## src/rtl/table_interpolator_core_macros.svh

```systemverilog
// Assertion macros used by the table interpolator datapath.
`ifndef TABLE_INTERPOLATOR_CORE_MACROS_SVH
`define TABLE_INTERPOLATOR_CORE_MACROS_SVH

// Same-cycle implication, checked on clk_i outside reset.
`define TIC_ASSERT_IMP(lbl, ante, cons, msg) \
  lbl: assert property (@(posedge clk_i) disable iff (!rst_ni) (ante) |-> (cons)) \
    else $error(msg);

// Next-cycle implication, checked on clk_i outside reset.
`define TIC_ASSERT_NXT(lbl, ante, cons, msg) \
  lbl: assert property (@(posedge clk_i) disable iff (!rst_ni) (ante) |=> (cons)) \
    else $error(msg);

`endif

```

## src/rtl/tic_pkg.sv

```systemverilog
// Shared constants, codes and controller/datapath interface types of the table interpolator.
`default_nettype none

package tic_pkg;

  localparam int TABLE_DEPTH = 64;
  localparam int IDX_W       = $clog2(TABLE_DEPTH);
  localparam int CNT_W       = IDX_W + 1;
  localparam int FRAC_BITS   = 16;
  localparam int DATA_W      = 32;
  localparam int PC_W        = 7;
  localparam int ACC_W       = 40;
  localparam int PROD_W      = ACC_W + FRAC_BITS + 1;
  localparam int DIV_CW      = $clog2(FRAC_BITS + 1);

  localparam logic [1:0] ST_OK     = 2'd0;
  localparam logic [1:0] ST_FEW    = 2'd1;
  localparam logic [1:0] ST_ORDER  = 2'd2;
  localparam logic [1:0] ST_METHOD = 2'd3;

  localparam logic [1:0] METH_LINEAR  = 2'd0;
  localparam logic [1:0] METH_CUBIC   = 2'd1;
  localparam logic [1:0] METH_NEAREST = 2'd2;
  localparam logic [1:0] METH_BAD     = 2'd3;

  localparam logic CMD_WRITE = 1'b0;
  localparam logic CMD_QUERY = 1'b1;

  typedef enum logic [1:0] {
    MODE_CLAMP,
    MODE_NEAR,
    MODE_LIN,
    MODE_CUB
  } tic_mode_e;

  typedef struct packed {
    logic wr_entry;
    logic q_load;
    logic scan_step;
    logic decide;
    logic gather_step;
    logic select;
    logic div_start;
    logic prep;
    logic mul;
    logic acc;
    logic result;
    logic out_load;
  } tic_cmd_t;

  typedef struct packed {
    logic      scan_done;
    logic      gather_done;
    logic      err;
    tic_mode_e mode;
    logic      div_done;
    logic      acc_last;
    logic      out_busy;
  } tic_sts_t;

endpackage

`default_nettype wire

```

## src/rtl/tic_ctrl.sv

```systemverilog
// Sequencing state machine of the table interpolator.
`default_nettype none

module tic_ctrl (
  input  wire               clk_i,
  input  wire               rst_ni,
  input  wire               in_valid_i,
  input  wire               in_cmd_i,
  output logic              in_ready_o,
  input  tic_pkg::tic_sts_t sts_i,
  output tic_pkg::tic_cmd_t cmd_o
);
  import tic_pkg::*;

  localparam logic [3:0] S_IDLE   = 4'd0;
  localparam logic [3:0] S_SCAN   = 4'd1;
  localparam logic [3:0] S_DECIDE = 4'd2;
  localparam logic [3:0] S_GATHER = 4'd3;
  localparam logic [3:0] S_SELECT = 4'd4;
  localparam logic [3:0] S_DIV    = 4'd5;
  localparam logic [3:0] S_PREP   = 4'd6;
  localparam logic [3:0] S_MUL    = 4'd7;
  localparam logic [3:0] S_ACC    = 4'd8;
  localparam logic [3:0] S_RESULT = 4'd9;
  localparam logic [3:0] S_FINISH = 4'd10;

  logic [3:0] state_q, state_d;
  logic       accept;

  assign in_ready_o = (state_q == S_IDLE);
  assign accept     = in_valid_i && in_ready_o;

  always_comb begin
    state_d = state_q;
    cmd_o   = '0;
    unique case (state_q)
      S_IDLE: begin
        if (accept && (in_cmd_i == CMD_WRITE)) begin
          cmd_o.wr_entry = 1'b1;
        end
        if (accept && (in_cmd_i == CMD_QUERY)) begin
          cmd_o.q_load = 1'b1;
          state_d      = S_SCAN;
        end
      end
      S_SCAN: begin
        cmd_o.scan_step = 1'b1;
        if (sts_i.scan_done) begin
          state_d = S_DECIDE;
        end
      end
      S_DECIDE: begin
        cmd_o.decide = 1'b1;
        state_d      = sts_i.err ? S_FINISH : S_GATHER;
      end
      S_GATHER: begin
        cmd_o.gather_step = 1'b1;
        if (sts_i.gather_done) begin
          state_d = S_SELECT;
        end
      end
      S_SELECT: begin
        cmd_o.select = 1'b1;
        if ((sts_i.mode == MODE_LIN) || (sts_i.mode == MODE_CUB)) begin
          cmd_o.div_start = 1'b1;
          state_d         = S_DIV;
        end else begin
          state_d = S_FINISH;
        end
      end
      S_DIV: begin
        if (sts_i.div_done) begin
          state_d = S_PREP;
        end
      end
      S_PREP: begin
        cmd_o.prep = 1'b1;
        state_d    = S_MUL;
      end
      S_MUL: begin
        cmd_o.mul = 1'b1;
        state_d   = S_ACC;
      end
      S_ACC: begin
        cmd_o.acc = 1'b1;
        state_d   = sts_i.acc_last ? S_RESULT : S_MUL;
      end
      S_RESULT: begin
        cmd_o.result = 1'b1;
        state_d      = S_FINISH;
      end
      S_FINISH: begin
        if (!sts_i.out_busy) begin
          cmd_o.out_load = 1'b1;
          state_d        = S_IDLE;
        end
      end
      default: begin
        state_d = S_IDLE;
      end
    endcase
  end

  always_ff @(posedge clk_i or negedge rst_ni) begin
    if (!rst_ni) begin
      state_q <= S_IDLE;
    end else begin
      state_q <= state_d;
    end
  end

endmodule

`default_nettype wire

```

## config.mk

```make
export PLATFORM = sky130hd
export DESIGN_NAME = tic_ctrl
export DESIGN_NICKNAME = d
export VERILOG_FILES = /design/src/rtl/table_interpolator_core_macros.svh /design/src/rtl/tic_pkg.sv /design/src/rtl/tic_ctrl.sv
export SDC_FILE = /design/constraint.sdc
export NUM_CORES = 1
export LEC_CHECK = 0
export BUFFER_PORTS_ARGS = -buffer_cell sky130_fd_sc_hd__buf_2
export CAP_MARGIN = 20
export CORE_AREA = 2 2 39 41
export DETAILED_ROUTE_END_ITERATION = 16
export DIE_AREA = 0 0 41 43
export PLACE_DENSITY = 0.78
export SLEW_MARGIN = 20
export SYNTH_ARGS = -nofsm -noshare
export SYNTH_HDL_FRONTEND = slang
export SYNTH_SLANG_ARGS = --single-unit
```

## constraint.sdc

```tcl
create_clock -name clk_i -period 1.7 [get_ports clk_i]
set_input_delay 0.17 -clock clk_i [delete_from_list [all_inputs] [get_ports clk_i]]
set_output_delay 0.17 -clock clk_i [all_outputs]
set_load 0.005 [all_outputs]
```

==> metrics.md <==
| Metric | Value |
|---|---|
| Die area | about 1800 µm² |
| Post-synth top area cell | dfrtp_1 |
| Max-Cap Viols | 0 |
| Number of flip-flops in the largest register | 4 |
| Finished Cell Area | slightly below 700 µm² |
| Pins over their slew limit | 0 |
| Unrepaired setup endpoints after global routing | no |
| Final worst slack | 0.1490 ns |
| Mapped cell area | 480.5 µm² |
| Met2 Use GR | roughly a quarter |
| Static leakage | 0.3326 nW |
| Routing usage on met1 | 25.82% |
| Top flop regs | state_q x4 |
| Largest stage delay on the critical path | 0.42 ns |
| Worst Tran Pin Value | 0.3251 ns |
| Via density | 5.459 |
| Number of port buffers | 23 |
| CP Launch Type | flip-flop |
| Initial DRC count | 14 |
| Final setup fails | 0 |
| WL/cell | 12.25 µm |
| Seq/Total Area, Yosys | 20.83% |
| Reg clk slew, reported paths | 0.04 ns |
| Nets | 109 |
| PwrDens | 1660 nW/µm² |
| Most frequent cells in the layout | buf_2, nor2_1, nor3_1 |
| Postcts setup bufs | 0 |
| TritonCTS clock tree | built |
| Gr ovfl total | 0 |
| Unique masters post-synth | 30 |
| Max VDD drop | between 0.0006 and 0.0007 V |
| First-pass GRT wire length | 2125 µm |
| Layout cell share with drive strength beyond 1 | 38.95% |
| Crit path required time | 1.81 ns |
| Initial antenna violation count | 0 |
| Vias | between 600 and 700 |
| DR DRC count | 0 |
| # diodes | 0 |
| Top-area cell type share of the netlist area | a little over a fifth |
| Routed Wire Length | 1360 µm |
| Setup crit end kind | flip-flop |
| Vias in the first global route | 493 |
| Net count after synthesis | 78 |
| M3 GR Usage | 4.712% |
| Max H-tree Level | 1 |
| CTS buffer count | 3 |
| Crit path kind | reg -> reg |
| Die H | between 40 and 50 µm |
| Final-report hold violation count | 0 |
| Tmin final | 1.551 ns |
| Slew headroom | about four fifths |
| Final Util | 48.64% |
| Final TNS setup | 0 ns |
| Placed cell areas | 638.1 µm² |
| Post-placement setup slack | approximately 0.094 ns |
| Most common cell after layout, fill and taps aside | buf_2 |
| Synth Warn # | 0 |
| Critical path arrival | 1.67 ns |
| Pre-Repair DR Iteration Count | 4 |
| CP delay by family, top | compound AO/OA/AOI/OAI gates |
| Count of standard-cell rows | 14 |
| Core area | 1384 µm² |
| Total power | 1.117 mW |
| Horiz. Die Dim | 41 µm |
| GRT Max-Usage Layer | met1 |
| Top reg by flops | state_q |
| Worst-path cell chain | nor4_4, a21boi_2, a21oi_1, a311o_1 |
| Worst-path fanout max | 4 |
| CP Buf/Inv Count | 0 |
| Worst Clk Skew | 0.005337 ns |
| Status | completed |
| Largest net degree at the start of global routing | 16 |
| IO Count | 25 |
| Worst skew pair latency | 0.23 ns |
| Worst hold path class | in -> reg |
| Initial Util | approximately a third |
| Clock root buffer | clkbuf_4 |
| Post-route clock period utilization | 91.24% |
| Fill cells | 164 |
| FF+latch count, synth | 4 |
| RD Place Congestion | around 0.89 |
| HPWL Detailed | 1077 µm |
| Overall Global Routing Usage | 17.26% |
| Syn Area/Cell | about 7.3 µm² |
| Area grow syn2layout | 40.10% |
| Max Root-Sink Buffers | 2 |
| CTS sink cnt | 4 |
| CP max-delay cell | dfrtp_1 |
| Syn Inst Count | 66 |
| Antenna Nets Post-Route | 0 |
| Top post-synthesis cells by area | dfrtp_1, nor3_1, a21oi_1 |
| Max Fclk | 644.7 MHz |
[synthesized netlist by cell type, drive strengths merged]
master  number
a21boi       1
a21o         1
a21oi        6
a22oi        1
a311o        1
and2         1
and3         1
buf          4
dfrtp        4
inv          3
mux2i        2
nand2        5
nand2b       5
nor2         7
nor2b        2
nor3         7
nor3b        2
nor4         3
nor4b        1
o21a         2
o21ai        2
o22ai        1
o32ai        1
or3          1
or3b         1
xor2         1
[metrics by stage]
step / hold WS, ns / instances
2_1_floorplan: -0.1256 / 66
4_1_cts: 0.2565 / 111
6_report: 0.2589 / 111
5_1_grt: 0.2698 / 111
3_3_place_gp: -0.02661 / 107
3_5_place_dp: -0.02324 / 107
[per-layer routing]
layer,part of all wire (%),routed length [µm],vias to the layer above
met2,48,647,34
met3,7.6,104,0
met5,0,0,-
met4,0,0,0
met1,45,609,278
li1,-,-,294
[final cells by class]
class	instances	area [µm²]	share of cell area [%]
Clock buffer	3	22.52	3.346
Inverter	3	11.26	1.673
Multi-Input combinational cell	55	346.6	51.49
Sequential cell	4	102.6	15.24
Tap cell	16	20.02	2.974
Timing Repair Buffer	30	170.2	25.28
[logic make-up (layout without fill, tap and decap cells)]
kind of cell | Yosys count | count (layout) | synth area share [%]
multiplexers | 2 | 2 | 4.167
AND/OR/NAND/NOR | 36 | 36 | 44.01
AO/OA/AOI/OAI | 16 | 16 | 22.14
flip-flops | 4 | 4 | 20.83
XOR/XNOR | 1 | 1 | 1.823
buffers and inverters | 7 | 36 | 7.031
[worst reg2reg max path, stage by stage (launching register included)]
cell	delay, ns
dfrtp_1	0.42
nor4_4	0.34
a21boi_2	0.27
a21oi_1	0.07
a311o_1	0.34
[power breakdown]
part / switching (mW) / leakage [nW] / internal (mW)
Sequential: 0.0919 / 0.0472 / 0.145
Clock: 0.0368 / 0.0138 / 0.0788
Combinational: 0.390 / 0.272 / 0.375
[final timing paths]
kind | cells after the start | startpoint | slack [ns] | end
setup / recovery | 4 | state_q[1] | 0.15 | state_q[0]
setup reg to reg | 4 | state_q[1] | 0.15 | state_q[0]
hold / removal | 3 | sts_i[2] | 0.26 | state_q[2]
max in group asynchronous | 2 | rst_ni | 1.30 | state_q[3]
min in group asynchronous | 2 | rst_ni | 0.27 | state_q[0]
hold reg to reg | 2 | state_q[0] | 0.72 | state_q[3]
[what timing repair did]
action                     in CTS  in global routing
hold buffers                    1                  0
setup endpoints to repair       0                  5
resized for setup               0                  2
hold endpoints to repair        4                  0
(Power assumes the default switching activity.)
